`config.mk`:
```
export PLATFORM = sky130hd
export DESIGN_NAME = chenc_ram
export DESIGN_NICKNAME = d
export VERILOG_FILES = /design/src/rtl/core/chenc_ram.sv
export SDC_FILE = /design/constraint.sdc
export NUM_CORES = 2
export LEC_CHECK = 0
export BUFFER_PORTS_ARGS = -buffer_cell sky130_fd_sc_hd__buf_4
export CAP_MARGIN = 15
export CORE_ASPECT_RATIO = 1.25
export CORE_UTILIZATION = 45
export DETAILED_ROUTE_END_ITERATION = 7
export PLACE_DENSITY = 0.58
export SYNTH_ARGS = -nofsm -noshare
export SYNTH_HDL_FRONTEND = slang
export SYNTH_SLANG_ARGS = --single-unit
```
`constraint.sdc`:
```
create_clock -name aclk -period 3.9 [get_ports aclk]
set_clock_uncertainty 0.2 [all_clocks]
set_input_delay 0.39 -clock aclk [delete_from_list [all_inputs] [get_ports aclk]]
set_output_delay 0.39 -clock aclk [all_outputs]
set_load 0.05 [all_outputs]
```
`src/rtl/core/chenc_ram.sv`:
```
// ---------------------------------------------------------------------------
// chenc_ram
// generic single-write, single-read ram with registered read data
// ---------------------------------------------------------------------------
`timescale 1ns / 1ps

module chenc_ram #(
    parameter int WIDTH = 8,
    parameter int DEPTH = 256
) (
    input  logic                     aclk,
    input  logic                     we,
    input  logic [$clog2(DEPTH)-1:0] waddr,
    input  logic [WIDTH-1:0]         wdata,
    input  logic                     re,
    input  logic [$clog2(DEPTH)-1:0] raddr,
    output logic [WIDTH-1:0]         rdata
);

    logic [WIDTH-1:0] mem_reg [DEPTH];
    logic [WIDTH-1:0] rdata_reg;

    always_ff @(posedge aclk) begin
        if (we) begin
            mem_reg[waddr] <= wdata;
        end
        if (re) begin
            rdata_reg <= mem_reg[raddr];
        end
    end

    assign rdata = rdata_reg;

endmodule

```
Word-level counts from Yosys, hierarchy flattened

Memory sizes are Yosys's and may differ from the RTL's. A register that Yosys moved wholly into a read port is not among the register bits.
Index checks and enable logic that the tools add are counted.

Mux-type cells: 2

Operator list:

| cell   | count |
|---|---|
| $mux 1 | 2 |

Register bits: 0
Memories kept: 1
RAM bits: 2048
Logic and storage cells: 3
Output and inout port bits: 8
Input bits: 27

Memories:

| name    | words | width | read ports | clocked after Yosys merged registers in | wr ports | RTL line | source |
|---|---|---|---|---|---|---|---|
| mem_reg | 256   | 8     | 1          | 1                                       | 1        | 20       | `logic [WIDTH-1:0] mem_reg [DEPTH];` |

Logic depth before layout (Yosys ltp)

Word-level depth: 2
Mapped depth: 11
Depth with buffers taken out: 6

Worst setup path after synthesis

No wires, ideal clock.

Path kind: in2reg
From: input port raddr[0]
To: register rdata_reg[2], in the netlist rdata[2] (read register of mem_reg) (data pin)
Path slack: 1.234 ns
Stages on the path: 9
Library setup time: 0.269 ns
Required time: 3.431 ns
Data arrival time: 2.197 ns
Buffers on the path: 4
Cells stage by stage: buf_6 buf_12 buf_8 buf_2 mux4_2 a22oi_1 a21oi_1 nor4_1 nor4_2

RTL lines:

| element            | RTL line | source |
|---|---|---|
| start: declaration | 16       | `input logic [$clog2(DEPTH)-1:0] raddr,` |
| end: declaration   | 21       | `logic [WIDTH-1:0] rdata_reg;` |

==> flow_summary.html <==
<table>
<tr><th>Metric</th><th>Value</th></tr>
<tr><th colspan="2">Status</th></tr>
<tr><td>Result of the run</td><td>finished clean</td></tr>
<tr><th colspan="2">Drt</th></tr>
<tr><td>Uppermost signal routing layer after detailed routing</td><td>met5</td></tr>
<tr><td>DR vias/cell</td><td>a little under 6</td></tr>
<tr><td>Met3 wire len</td><td>13000 µm</td></tr>
<tr><td>Total number of vias</td><td>38900</td></tr>
<tr><td>Total length of routed wires</td><td>202000 µm</td></tr>
<tr><td>Met2 wirelength from detailed routing</td><td>102000 µm</td></tr>
<tr><td>Routed length per placed instance</td><td>30.7 µm</td></tr>
<tr><td>Number of antenna-violating nets in the routed design</td><td>0</td></tr>
<tr><td># DRC</td><td>0</td></tr>
<tr><td>Number of optimization iterations in the first detailed-route pass</td><td>6</td></tr>
<tr><td>Iteration-0 DRC Markers</td><td>about 4200</td></tr>
<tr><td>Routed metal-1 wire length</td><td>82200 µm</td></tr>
<tr><th colspan="2">Clocking</th></tr>
<tr><td>Number of clock buffers inserted by TritonCTS</td><td>193</td></tr>
<tr><td>Clock-pin slew reported for the worst setup and hold paths after clock tree synthesis</td><td>60 ps</td></tr>
<tr><td>Clock buffer depth</td><td>3</td></tr>
<tr><td>Cts hold-fix bufs</td><td>8</td></tr>
<tr><td>TritonCTS clock tree</td><td>done</td></tr>
<tr><td>Clock H-tree levels</td><td>4</td></tr>
<tr><td>Post-cts repair resize count</td><td>0</td></tr>
<tr><td>Clock Sinks</td><td>2056</td></tr>
<tr><td>Clock tree root buffer cell</td><td>clkbuf_16</td></tr>
<tr><td>Number of post-CTS setup repair buffers</td><td>0</td></tr>
<tr><td>Clock latency of the later-clocked register in the worst-skew pair</td><td>840 ps</td></tr>
<tr><th colspan="2">Critical path</th></tr>
<tr><td>Arrival time worst endpoint</td><td>3730 ps</td></tr>
<tr><td>Peak per-stage delay on the critical path</td><td>~700 ps</td></tr>
<tr><td>Worst Setup Path Type</td><td>reg -&gt; reg</td></tr>
<tr><td>Slowest cell on the critical path</td><td>nor3_1</td></tr>
<tr><td>Critical path cell sequence</td><td>mux4_2, a22o_1, a221oi_1, o32ai_1, nor3_1, nor4_1</td></tr>
<tr><td>Maximum fanout along the worst path</td><td>1</td></tr>
<tr><td>Req. time, crit path</td><td>4230 ps</td></tr>
<tr><td>Critical Path Sink Type</td><td>flip-flop</td></tr>
<tr><td>Crit path launch type</td><td>flip-flop</td></tr>
<tr><th colspan="2">Floorplanning</th></tr>
<tr><td>Area of the placeable core</td><td>176000 µm²</td></tr>
<tr><td>Placement row count</td><td>172</td></tr>
<tr><td>Chip Height</td><td>472 µm</td></tr>
<tr><td>Die width</td><td>~380 µm</td></tr>
<tr><td>Initial core utilization</td><td>a little under half</td></tr>
<tr><td>Boundary Pins</td><td>35</td></tr>
<tr><td>Die footprint</td><td>179000 µm²</td></tr>
<tr><th colspan="2">Finish</th></tr>
<tr><td>Layout area overhead</td><td>14.0%</td></tr>
<tr><td>Largest register FFs</td><td>2048</td></tr>
<tr><td>End-of-flow core utilization</td><td>51.7%</td></tr>
<tr><td>Layout Cells excl Fill</td><td>6586</td></tr>
<tr><td>Fill count</td><td>13900</td></tr>
<tr><td>FF/Latch Area</td><td>roughly 62000 µm²</td></tr>
<tr><td>Fraction of layout cells with a size suffix above 1</td><td>between 20% and 30%</td></tr>
<tr><td>Most frequent standard cell in the layout excluding fill and tap cells</td><td>edfxtp_1</td></tr>
<tr><td>Total area of multi-input combinational cells</td><td>16500 µm²</td></tr>
<tr><td>Commonest cells after routing, fill and taps aside</td><td>edfxtp_1, mux4_2, buf_4</td></tr>
<tr><td>Layout Nets</td><td>4102</td></tr>
<tr><th colspan="2">Hold path</th></tr>
<tr><td>Path category of the worst min-delay check</td><td>in -&gt; reg</td></tr>
<tr><th colspan="2">Logic synthesis</th></tr>
<tr><td>Sequential area share after synthesis</td><td>~78%</td></tr>
<tr><td>Number of synthesis warnings</td><td>0</td></tr>
<tr><td>Synth Flop Type</td><td>edfxtp_1</td></tr>
<tr><td>#FFs+latches synth</td><td>around 2100</td></tr>
<tr><td>Area of the mapped netlist</td><td>between 70000 and 80000 µm²</td></tr>
<tr><td>Instance count of the mapped netlist</td><td>3733</td></tr>
<tr><td>Number of distinct library cells after synthesis</td><td>54</td></tr>
<tr><td>Mean area per synthesized cell</td><td>21.3 µm²</td></tr>
<tr><td>Number of flops mapped to enable cells by yosys</td><td>2056</td></tr>
<tr><td>Asr flop ratio synth</td><td>0%</td></tr>
<tr><td>Synthesized netlist net count</td><td>3760</td></tr>
<tr><th colspan="2">Placement</th></tr>
<tr><td>HPWL after DPL</td><td>129000 µm</td></tr>
<tr><td>Post-place setup slack</td><td>-259 ps</td></tr>
<tr><td>Count of port buffers added during placement</td><td>34</td></tr>
<tr><td>Routability-driven placement congestion ratio</td><td>0.855</td></tr>
<tr><td>Post-placement cell count</td><td>6220</td></tr>
<tr><th colspan="2">STA</th></tr>
<tr><td>Number of max-slew violations in the final report</td><td>0</td></tr>
<tr><td>Fraction of the cycle the final worst path needs</td><td>87.1%</td></tr>
<tr><td>Final-report setup violation count</td><td>0</td></tr>
<tr><td>Post-route setup slack</td><td>between 500 and 600 ps</td></tr>
<tr><td>Hold Fails Final Rpt</td><td>0</td></tr>
<tr><td>Setup TNS</td><td>0 ps</td></tr>
<tr><td>Highest Clock Rate</td><td>294 MHz</td></tr>
<tr><td>Slew HR</td><td>between 15 and 20%</td></tr>
<tr><td>Setup repair after global routing missed its margin</td><td>false</td></tr>
<tr><td>Transition at the pin with the smallest max-transition slack</td><td>approximately 1300 ps</td></tr>
<tr><td>Shortest period the worst path allows</td><td>3400 ps</td></tr>
<tr><th colspan="2">Pwr</th></tr>
<tr><td>Clock network power share</td><td>40.5%</td></tr>
<tr><td>Psw</td><td>9.65 mW</td></tr>
<tr><td>Static power due to leakage</td><td>around 28 nW</td></tr>
<tr><td>Total power after layout</td><td>45.0 mW</td></tr>
<tr><td>Combinational group share of total power</td><td>5.3%</td></tr>
<tr><td>Power per cell area</td><td>approximately 500 nW/µm²</td></tr>
<tr><td>Sequential share of power</td><td>between 50 and 60%</td></tr>
<tr><td>Internal cell power</td><td>35.4 mW</td></tr>
<tr><td>Largest vdd supply drop</td><td>479 µV</td></tr>
<tr><td>Fraction of power spent switching nets</td><td>a little over a fifth</td></tr>
<tr><th colspan="2">Global route</th></tr>
<tr><td>Maximum number of pins on one net before global-route repair</td><td>156</td></tr>
<tr><td>Vias in the first global route</td><td>39400</td></tr>
<tr><td>Total track usage</td><td>22.8%</td></tr>
<tr><td>Global-route wire length before repair</td><td>289000 µm</td></tr>
<tr><td>Remaining Overflow, GRT</td><td>0</td></tr>
<tr><td>Initial antenna violation count</td><td>15</td></tr>
<tr><th colspan="2">Job</th></tr>
<tr><td>Max-capacitance violation count</td><td>0</td></tr>
</table>
## layout make-up
| cell class | instances | share of cell area (%) |
|---|---|---|
| antenna | 5 | 0.0138 |
| clock buffer | 248 | 5.64 |
| clock inverter | 104 | 1.02 |
| inverter | 2 | 0.00827 |
| multi-input combinational | 1442 | 18.2 |
| sequential | 2056 | 68.0 |
| tap | 2349 | 3.24 |
| timing repair buffer | 380 | 3.92 |
## metrics by stage
step | hold slack (ps) | cell area (µm²)
6_report | 101 | 90800
5_1_grt | 82.5 | 90800
4_1_cts | 18.7 | 90800
3_5_place_dp | 581 | 84700
3_3_place_gp | 581 | 84700
2_1_floorplan | 289 | 79600
## critical path, delay by kind of cell, from the launching register on
family             cells  cell delay (ps)
AOI/OAI and AO/OA      3             1220
muxes                  1              470
DFF                    1              370
and+or+nand+nor        2              840
## logic make-up after synthesis
| group | Yosys count | share of synthesized area, % |
|---|---|---|
| compound gates | 385 | 3.42 |
| buf+inv | 235 | 1.83 |
| flops | 2056 | 77.5 |
| mux | 591 | 14.6 |
| simple gates | 466 | 2.63 |
## power by group through the flow
| stage | Combinational, mW | Clock, mW | Sequential, mW |
|---|---|---|---|
| 3_5_place_dp | 2.40 | 0 | 24.9 |
| 5_1_grt | 2.50 | 19.3 | 24.4 |
| 3_3_place_gp | 2.37 | 0 | 24.9 |
| 4_1_cts | 2.41 | 18.5 | 24.4 |
| 6_report | 2.38 | 18.2 | 24.4 |
| 2_1_floorplan | 1.18 | 0 | 24.9 |
## layer usage
metal / vias to the layer above / global-route usage (%)
met4: 14 / 6.49
li1: 16400 / -
met1: 21000 / 30.8
met2: 1258 / 38.1
met3: 262 / 4.08
met5: - / 0
## final timing paths
check | to | startpoint | slack [ps] | depth (start not counted)
worst max-delay path | rdata[5] | mem_reg[82][5] | 500 | 6
worst min-delay path | mem_reg[117][5] | waddr[4] | 100 | 4
worst max register to register | rdata[5] | mem_reg[82][5] | 500 | 6
worst min register to register | rdata[2] | mem_reg[227][2] | 910 | 5
## synth_stat cells, drive strengths merged (6+ instances only)
cell type	instances	share of area, %
a22o	8	0.088
a221oi	14	0.16
a211oi	16	0.15
o221ai	47	0.52
o211ai	10	0.094
buf	122	1.3
clkbuf	111	0.52
nor4	27	0.24
a21oi	96	0.60
nand4	10	0.079
nand3	34	0.21
nor3	22	0.14
mux2i	134	1.7
o22ai	28	0.22
o21ai	12	0.075
nand2	33	0.16
edfxtp	2056	78
nor2b	31	0.24
nor2	282	1.3
nand2b	8	0.063
and2	6	0.047
a22oi	133	1.3
mux4	456	13
Note: power is estimated with default switching activity, not from simulation.
