--- src/rtl/core/chenc_pkg.sv ---
// ---------------------------------------------------------------------------
// chenc_pkg
// shared constants, request codes and inter-module types
// ---------------------------------------------------------------------------
`timescale 1ns / 1ps

package chenc_pkg;

    localparam int DEF_MAX_CODE_LEN = 16;
    localparam int SYMBOL_COUNT     = 256;
    localparam int SYM_W            = 8;
    localparam int CLEN_IN_W        = 5;
    localparam int BYTE_W           = 8;
    localparam int PAD_W            = 4;
    localparam int S_TDATA_W        = 16;
    localparam int M_TDATA_W        = 16;

    // request kinds
    localparam logic [1:0] REQ_LOAD   = 2'd0;
    localparam logic [1:0] REQ_ENCODE = 2'd1;
    localparam logic [1:0] REQ_FLUSH  = 2'd2;

    // item handed from the lookup stage to the packer
    typedef struct packed {
        logic valid;
        logic flush;
    } pk_ctrl_t;

    // one result beat
    typedef struct packed {
        logic [BYTE_W-1:0] out_byte;
        logic              byte_present;
        logic [PAD_W-1:0]  pad_bits;
        logic              last;
    } res_t;

endpackage

--- src/rtl/core/chenc_packer.sv ---
// ---------------------------------------------------------------------------
// chenc_packer
// merges code bits into the pending byte and emits full bytes one per beat
// ---------------------------------------------------------------------------
`timescale 1ns / 1ps

module chenc_packer import chenc_pkg::*; #(
    parameter int MAX_CODE_LEN = DEF_MAX_CODE_LEN,
    parameter int LEN_W        = $clog2(MAX_CODE_LEN + 1)
) (
    input  logic                    aclk,
    input  logic                    aresetn,
    input  pk_ctrl_t                in_ctrl,
    input  logic [LEN_W-1:0]        in_len,
    input  logic [MAX_CODE_LEN-1:0] in_code,
    output logic                    in_take,
    output logic                    out_valid,
    input  logic                    out_ready,
    output res_t                    out_res
);

    localparam int ACC_W = MAX_CODE_LEN + 7;
    localparam int TOT_W = $clog2(MAX_CODE_LEN + 8);

    logic             busy_reg, busy_next;
    logic [ACC_W-1:0] acc_reg, acc_next;
    logic [TOT_W-1:0] tot_reg, tot_next;
    logic [6:0]       pend_bits_reg, pend_bits_next;
    logic [2:0]       pend_cnt_reg, pend_cnt_next;
    logic             out_valid_reg, out_valid_next;
    res_t             res_reg, res_next;

    logic             slot_free;
    logic [ACC_W-1:0] new_acc, src_acc;
    logic [TOT_W-1:0] new_tot, src_tot, left_tot;
    logic [2:0]       rem;
    logic [PAD_W-1:0] flush_pad;

    assign slot_free = !out_valid_reg || out_ready;
    assign new_acc   = (ACC_W'(pend_bits_reg) << in_len) | ACC_W'(in_code);
    assign new_tot   = TOT_W'(pend_cnt_reg) + TOT_W'(in_len);
    assign src_acc   = busy_reg ? acc_reg : new_acc;
    assign src_tot   = busy_reg ? tot_reg : new_tot;
    assign left_tot  = src_tot - TOT_W'(BYTE_W);
    assign flush_pad = PAD_W'(BYTE_W) - PAD_W'(pend_cnt_reg);

    always_comb begin
        in_take        = 1'b0;
        busy_next      = busy_reg;
        acc_next       = acc_reg;
        tot_next       = tot_reg;
        pend_bits_next = pend_bits_reg;
        pend_cnt_next  = pend_cnt_reg;
        out_valid_next = out_valid_reg && !out_ready;
        res_next       = res_reg;
        rem            = src_tot[2:0];

        if (busy_reg || (in_ctrl.valid && !in_ctrl.flush)) begin
            if (src_tot >= TOT_W'(BYTE_W)) begin
                if (slot_free) begin
                    out_valid_next        = 1'b1;
                    res_next.out_byte     = BYTE_W'(src_acc >> left_tot);
                    res_next.byte_present = 1'b1;
                    res_next.pad_bits     = '0;
                    res_next.last         = (left_tot < TOT_W'(BYTE_W));
                    in_take               = !busy_reg;
                    if (left_tot >= TOT_W'(BYTE_W)) begin
                        busy_next = 1'b1;
                        acc_next  = src_acc;
                        tot_next  = left_tot;
                    end else begin
                        busy_next      = 1'b0;
                        rem            = left_tot[2:0];
                        pend_bits_next = src_acc[6:0] & ~(7'h7f << rem);
                        pend_cnt_next  = rem;
                    end
                end
            end else begin
                // fewer than eight bits in hand: nothing to emit
                in_take        = 1'b1;
                pend_bits_next = src_acc[6:0] & ~(7'h7f << rem);
                pend_cnt_next  = rem;
            end
        end else if (in_ctrl.valid && in_ctrl.flush && slot_free) begin
            in_take        = 1'b1;
            out_valid_next = 1'b1;
            res_next.last  = 1'b1;
            if (pend_cnt_reg != 3'd0) begin
                res_next.out_byte     = BYTE_W'({1'b0, pend_bits_reg} << flush_pad);
                res_next.byte_present = 1'b1;
                res_next.pad_bits     = flush_pad;
            end else begin
                res_next.out_byte     = '0;
                res_next.byte_present = 1'b0;
                res_next.pad_bits     = PAD_W'(BYTE_W);
            end
            pend_bits_next = '0;
            pend_cnt_next  = '0;
        end
    end

    always_ff @(posedge aclk) begin
        if (!aresetn) begin
            busy_reg      <= 1'b0;
            pend_bits_reg <= '0;
            pend_cnt_reg  <= '0;
            out_valid_reg <= 1'b0;
        end else begin
            busy_reg      <= busy_next;
            pend_bits_reg <= pend_bits_next;
            pend_cnt_reg  <= pend_cnt_next;
            out_valid_reg <= out_valid_next;
        end
        acc_reg <= acc_next;
        tot_reg <= tot_next;
        res_reg <= res_next;
    end

    assign out_valid = out_valid_reg;
    assign out_res   = res_reg;

endmodule

--- config.mk ---
export PLATFORM = sky130hd
export DESIGN_NAME = chenc_packer
export DESIGN_NICKNAME = d
export VERILOG_FILES = /design/src/rtl/core/chenc_pkg.sv /design/src/rtl/core/chenc_packer.sv
export SDC_FILE = /design/constraint.sdc
export NUM_CORES = 1
export LEC_CHECK = 0
export BUFFER_PORTS_ARGS = -buffer_cell sky130_fd_sc_hd__buf_2
export CORE_UTILIZATION = 50
export CTS_CLUSTER_DIAMETER = 60
export CTS_CLUSTER_SIZE = 8
export DETAILED_ROUTE_END_ITERATION = 16
export PLACE_DENSITY = 0.69
export SETUP_SLACK_MARGIN = 0.15
export SYNTH_ARGS = -nofsm -noshare
export SYNTH_HDL_FRONTEND = slang
export SYNTH_SLANG_ARGS = --single-unit
--- constraint.sdc ---
create_clock -name aclk -period 7.9 [get_ports aclk]
set_input_delay 0.395 -clock aclk [delete_from_list [all_inputs] [get_ports aclk]]
set_output_delay 0.395 -clock aclk [all_outputs]
set_load 0.05 [all_outputs]
### Yosys cells after proc, flatten, opt, wreduce, memory -nomap -nowiden

Cells that the tools add are included.

| operators by class | value |
|---|---|
| reductions and logical operators | 16 |
| bitwise logic cells | 5 |
| order comparisons | 3 |
| muxes and demuxes | 26 |
| add/sub/neg operators | 3 |
| equality and inequality tests | 4 |
| shift-type cells | 5 |

Operator list:

| operator | number |
|---|---|
| $mux W14 | 4 |
| $mux W7 | 5 |
| $mux W23 | 1 |
| $or A23 B16 Y23 | 1 |
| $shl A7 B5 Y23 | 1 |
| $shr A23 B5 Y8 | 1 |
| $mux W3 | 5 |
| $and A7 B7 Y7 | 2 |
| $not A7 Y7 | 2 |
| $shl A7 B3 Y7 const A | 2 |
| $mux W13 | 1 |
| $ge A5 B4 Y1 const B | 2 |
| $mux W1 | 9 |
| $reduce_and A3 Y1 | 3 |
| $shl A7 B4 Y8 | 1 |
| $ne A3 B3 Y1 const B | 2 |
| $add A3 B5 Y5 | 1 |
| $lt A5 B4 Y1 const B | 1 |
| $mux W5 | 1 |
| $sub A5 B4 Y5 const B | 1 |
| $logic_and A1 B1 Y1 | 4 |
| $logic_not A1 Y1 | 4 |
| $reduce_and A4 Y1 | 1 |
| $sub A4 B3 Y4 const A | 1 |
| 5 further kinds | 6 |

| storage, ports and cells | value |
|---|---|
| word-level logic and storage cells | 72 |
| output and inout bits | 16 |
| input bits | 26 |
| register bits | 54 |

### Logic depth before layout (Yosys ltp)

| depth | value |
|---|---|
| word-level depth | 10 |
| gate-level depth with buffers | 14 |
| gate-level depth less buffers | 13 |

### Worst setup path before layout

No wires, ideal clock.

| timing | value |
|---|---|
| path kind | in2out |
| start | input port in_len[1] |
| end | output port in_take |
| arrival time | 3.044 ns |
| path slack | 4.461 ns |
| buffers on the path | 1 |
| required time | 7.505 ns |
| stages on the path | 11 |
| cell sequence | buf_6 > inv_1 > fa_1 > nor2b_1 > o21ai_0 > xnor2_1 > mux2i_1 > ha_1 > nand4_1 > a21oi_1 > o21ai_0 |

| on the way | value |
|---|---|
| cells in the longest elaborated chain, start to end | 5 |

RTL lines:

| what | line | source |
|---|---|---|
| start: declaration | chenc_packer.sv:14 | `input logic [LEN_W-1:0] in_len,` |
| $add A3 B5 Y5 | chenc_packer.sv:41 | `assign new_tot = TOT_W'(pend_cnt_reg) + TOT_W'(in_len);` |
| $mux W5 | chenc_packer.sv:43 | `assign src_tot = busy_reg ? tot_reg : new_tot;` |
| $ge A5 B4 Y1 | chenc_packer.sv:59 | `if (src_tot >= TOT_W'(BYTE_W)) begin` |
| $mux W1 | chenc_packer.sv:59 |  |
| $mux W1 | chenc_packer.sv:58 | `if (busy_reg \|\| (in_ctrl.valid && !in_ctrl.flush)) begin` |
| end: declaration | chenc_packer.sv:16 | `output logic in_take,` |

No other way between the ends.

### Worst setup path in the final report

| timing | value |
|---|---|
| start | register pend_cnt_reg[0] |
| end | output port in_take |

| on the way | value |
|---|---|
| cells in the longest elaborated chain, start to end | 5 |

RTL lines:

| what | line | source |
|---|---|---|
| start: declaration | chenc_packer.sv:29 | `logic [2:0] pend_cnt_reg, pend_cnt_next;` |
| start signal: assignment | chenc_packer.sv:111 | `pend_cnt_reg <= pend_cnt_next;` |
| $add A3 B5 Y5 | chenc_packer.sv:41 |  |
| $mux W5 | chenc_packer.sv:43 |  |
| $ge A5 B4 Y1 | chenc_packer.sv:59 |  |
| $mux W1 | chenc_packer.sv:59 |  |
| $mux W1 | chenc_packer.sv:58 |  |

No other way between the ends.

==> results.tsv <==
stage	metric	value	unit
worst_setup_path	slowest_delay	0.63	ns
logic_synthesis	share_of_flip_flops_with_an_asynchronous_set_or_reset_after_synthesis	0	%
worst_setup_path	critPathRequiredTime	7.51	ns
sta	max_slew_margin	43.39	%
drt	avgViaCountPerCell	6.758	
logic_synthesis	synth_cell_type_count	82	
global_routing	gr-usage-all-layers	32.27	%
run	cap_viol_max_count	0	
sta	finalHoldWorstSlack	0.4146	ns
worst_setup_path	rr_startpoint	pend_cnt_reg[0]	
placement	rd_place_congestion	1.039	
logic_synthesis	synth-edff-count	42	
global_routing	gr-usage-met3	6.755	%
worst_setup_path	path_cells	ha_1 -> inv_1 -> fa_1 -> nor2b_1 -> o21ai_0 -> xnor2_1 -> mux2i_1 -> ha_1 -> nand4_1 -> a21oi_1 -> o22ai_1 -> nand2_1 -> o21ai_0 -> buf_2	
cells_and_area	fin_nets	615	
sta	final_period_minus_worst_setup_slack	4.128	ns
clocking	cts.hold.buffers_added	0	
sta	finalClockSkew	0.009611	ns
floorplanning	io-pin-count	42	
drt	ant_nets	0	
cells_and_area	antenna_cells	0	
global_routing	globalRoute.busiestLayer	met2	
clocking	cts-resized-gates	0	
clocking	cts-root-buf	sky130_fd_sc_hd__clkbuf_8	
logic_synthesis	yosysSeqAreaShare	31.13	%
logic_synthesis	netlist_instances	571	
logic_synthesis	yosys_register_bits	54	
global_routing	first_global_vias	4344	
worst_setup_path	timing.critical_path.to_type	output port	
worst_setup_path	worst_r2r_path_depth	12	
clocking	cts.htree.levels	2	
clocking	numCtsBuffers	5	
cells_and_area	fin_util	54.99	%
clocking	numClockSinks	54	
power_and_ir_drop	irDropWorstVdd	0.2562	mV
power_and_ir_drop	power.density_cell_area	298.3	nW/um2
clocking	worst_setup_hold_path_clk_slew	0.11	ns
sta	fmax	0.2422	GHz
worst_setup_path	worst_setup_path_start_kind	register	
floorplanning	floorplan.die.width	100.2	um
logic_synthesis	syn_nets	605	
worst_hold_path	hold_class	input pin to register	
cells_and_area	instances_no_fill	711	
worst_setup_path	timing_worst_setup_path_type	register to output port	
global_routing	globalRouteMet2Util	47.89	%
drt	routed-via-count	4805	
cells_and_area	largest_register_ffs	23	
placement	dpl.hpwl	11530	um
drt	routedWlPerCell	22.19	um
worst_hold_path	min-delay-start	in_ctrl[0]	
logic_synthesis	postSynthAreaPerCell	8.447	um2
outcome	run_status	completed	
placement	buffer_ports.inserted	41	
clocking	cts-root-to-sink-buffers	2	
cells_and_area	postLayoutCellArea	5105	um2
worst_setup_path	ff2ff_setup_slack	4.05	ns
floorplanning	fp.dieH	100.2	um
global_routing	grt_max_degree	64	
clocking	clk_latency	0.32	ns
logic_synthesis	yosys_warning_count	0	
sta	finalSetupViolations	0	
worst_setup_path	crit_arrival	3.73	ns
clocking	post_cts_buffers	0	
drt	first_iter_violations	543	
cells_and_area	post_route_cells_drive_above_1_share	16.32	%
sta	finalHoldViolCount	0	
logic_synthesis	syn_area	4823	um2
floorplanning	start_util	51.95	%
global_routing	antenna_found_initial	0	
global_routing	global_route.overflow_total	0	
sta	fin_setup_tns	0	ns
drt	post-route-drc-count	0	
floorplanning	fp.coreArea	9284	um2
global_routing	wire_length_of_the_first_global_routing_pass	24830	um
floorplanning	placementRows	35	
worst_setup_path	timing.rr.end	acc_reg[22]	
placement	place_inst	703	
sta	final_min_period_over_clock_period	52.26	%
clocking	cts_tree	built	
placement	placement_cell_area	5007	um2
worst_setup_path	critical_path.max_fanout	14	
sta	setup_repair_after_global_routing_missed_its_margin	false	
logic_synthesis	yosys_most_used_dff	sky130_fd_sc_hd__edfxtp_1	
cells_and_area	flow.area_growth_from_synthesis	5.837	%
drt	dr.pass1.iters	6	
worst_setup_path	cpMaxStageDelayCell	sky130_fd_sc_hd__dfxtp_1	
global_routing	grt_util_met1	46.11	%
power_and_ir_drop	p_leak	1.836	nW
floorplanning	floorplan.die_area	10040	um2
sta	worst-slew-pin-transition	0.8461	ns
sta	timing_max_transition_violations_final	0	
drt	overall_routed_net_length	15780	um
worst_hold_path	min_delay_path_depth	3	
worst_hold_path	hold-path-endpoint	out_valid	
==> cell type report <==
type	count	area (um2)
inverter	24	90.09
tap	129	161.4
clock buffer	6	82.58
clock inverter	2	15.01
sequential	54	1503
timing repair buffer	47	250.2
fill	918	4179
multi-input combinational	449	3003
==> cell usage after synthesis, drive strengths merged (3+ instances only) <==
library cell / count / area share, %
o221ai: 5 / 1.0
nor4b: 3 / 0.67
o311ai: 6 / 1.2
o41ai: 4 / 0.88
dfxtp: 12 / 5.0
a311oi: 3 / 0.54
nand2b: 14 / 1.8
and2: 3 / 0.39
edfxtp: 42 / 26
o21a: 6 / 0.93
o31ai: 5 / 0.78
nor4: 8 / 1.0
a32oi: 9 / 1.8
buf: 22 / 3.0
a21oi: 44 / 4.6
nor2: 44 / 3.5
clkbuf: 22 / 1.7
o21ai: 20 / 2.1
o211ai: 12 / 1.9
o2111ai: 4 / 0.73
a22oi: 14 / 2.4
a221oi: 5 / 1.0
a21boi: 5 / 0.86
or2: 5 / 0.65
mux2: 12 / 3.0
ha: 7 / 1.8
nor3: 19 / 2.0
mux2i: 25 / 5.4
nand2: 68 / 5.3
mux4: 3 / 1.4
nor2b: 7 / 0.91
o22ai: 10 / 1.7
nand3: 17 / 1.8
and3: 4 / 0.52
nand4: 14 / 1.8
a211oi: 10 / 1.7
inv: 23 / 1.8
a31oi: 8 / 1.0
==> per-layer routing <==
metal  wire (um)  vias to the layer above
met5           0                        -
met2        6740                      291
li1            -                     2209
met3        1591                       47
met1        6859                     2258
met4         584                        0
==> cells in the final DEF, fill, tap and decap left out, types with 14 or more instances in the layout <==
| cell | instances |
|---|---|
| sky130_fd_sc_hd__nor3_1 | 19 |
| sky130_fd_sc_hd__o21ai_0 | 19 |
| sky130_fd_sc_hd__a21oi_1 | 43 |
| sky130_fd_sc_hd__nor2_1 | 43 |
| sky130_fd_sc_hd__edfxtp_1 | 42 |
| sky130_fd_sc_hd__nand2_1 | 67 |
| sky130_fd_sc_hd__mux2i_1 | 24 |
| sky130_fd_sc_hd__inv_1 | 21 |
| sky130_fd_sc_hd__nand2b_1 | 14 |
| sky130_fd_sc_hd__nand3_1 | 17 |
| sky130_fd_sc_hd__nand4_1 | 14 |
| sky130_fd_sc_hd__buf_2 | 41 |
==> how the worst max path moves through the flow <==
stage                                from     endpoint  slack, ns  cells past startpoint
after detailed placement        in_len[0]  acc_reg[20]       3.99                     13
after CTS                 pend_cnt_reg[0]      in_take       3.84                     14
after global placement          in_len[0]   out_res[9]       4.10                     12
after floorplan                 in_len[1]      in_take       4.46                     11
after global routing      pend_cnt_reg[0]      in_take       3.55                     14
final                     pend_cnt_reg[0]      in_take       3.77                     14
==> logic make-up (layout without fill, tap and decap cells) <==
kind of cell / count (synthesis) / after routing / share of synthesized area, %
AO/OA/AOI/OAI: 182 / 182 / 27.63
AND/OR/NAND/NOR: 217 / 217 / 22.23
flip-flops: 54 / 54 / 31.13
buffers and inverters: 68 / 79 / 6.615
multiplexers: 40 / 40 / 9.805
adder cells (fa/ha/maj): 8 / 8 / 2.231
XOR/XNOR: 2 / 2 / 0.3632
==> worst max-delay path: cells and delay by family, from the launching register on <==
kind / cells / cell delay, ns
fa+ha+maj: 3 / 0.94
compound gates: 4 / 0.80
flops: 1 / 0.63
simple gates: 3 / 0.35
buf+inv: 2 / 0.30
mux: 1 / 0.24
xor+xnor: 1 / 0.15
==> where the power goes <==
group	total, W	switching [W]	internal, W
Clock	0.000180	0.000107	0.0000730
Combinational	0.000905	0.000644	0.000262
Sequential	0.000438	0.0000371	0.000401
==> per-stage QoR <==
| stage | power [W] | setup WS, ns |
|---|---|---|
| after floorplan | 0.001104 | 4.461 |
| after global placement | 0.001320 | 4.098 |
| after detailed placement | 0.001323 | 3.989 |
| after CTS | 0.001502 | 3.837 |
| after global routing | 0.001600 | 3.553 |
| final | 0.001523 | 3.772 |
No activity file was read; power rests on OpenSTA's default activity.
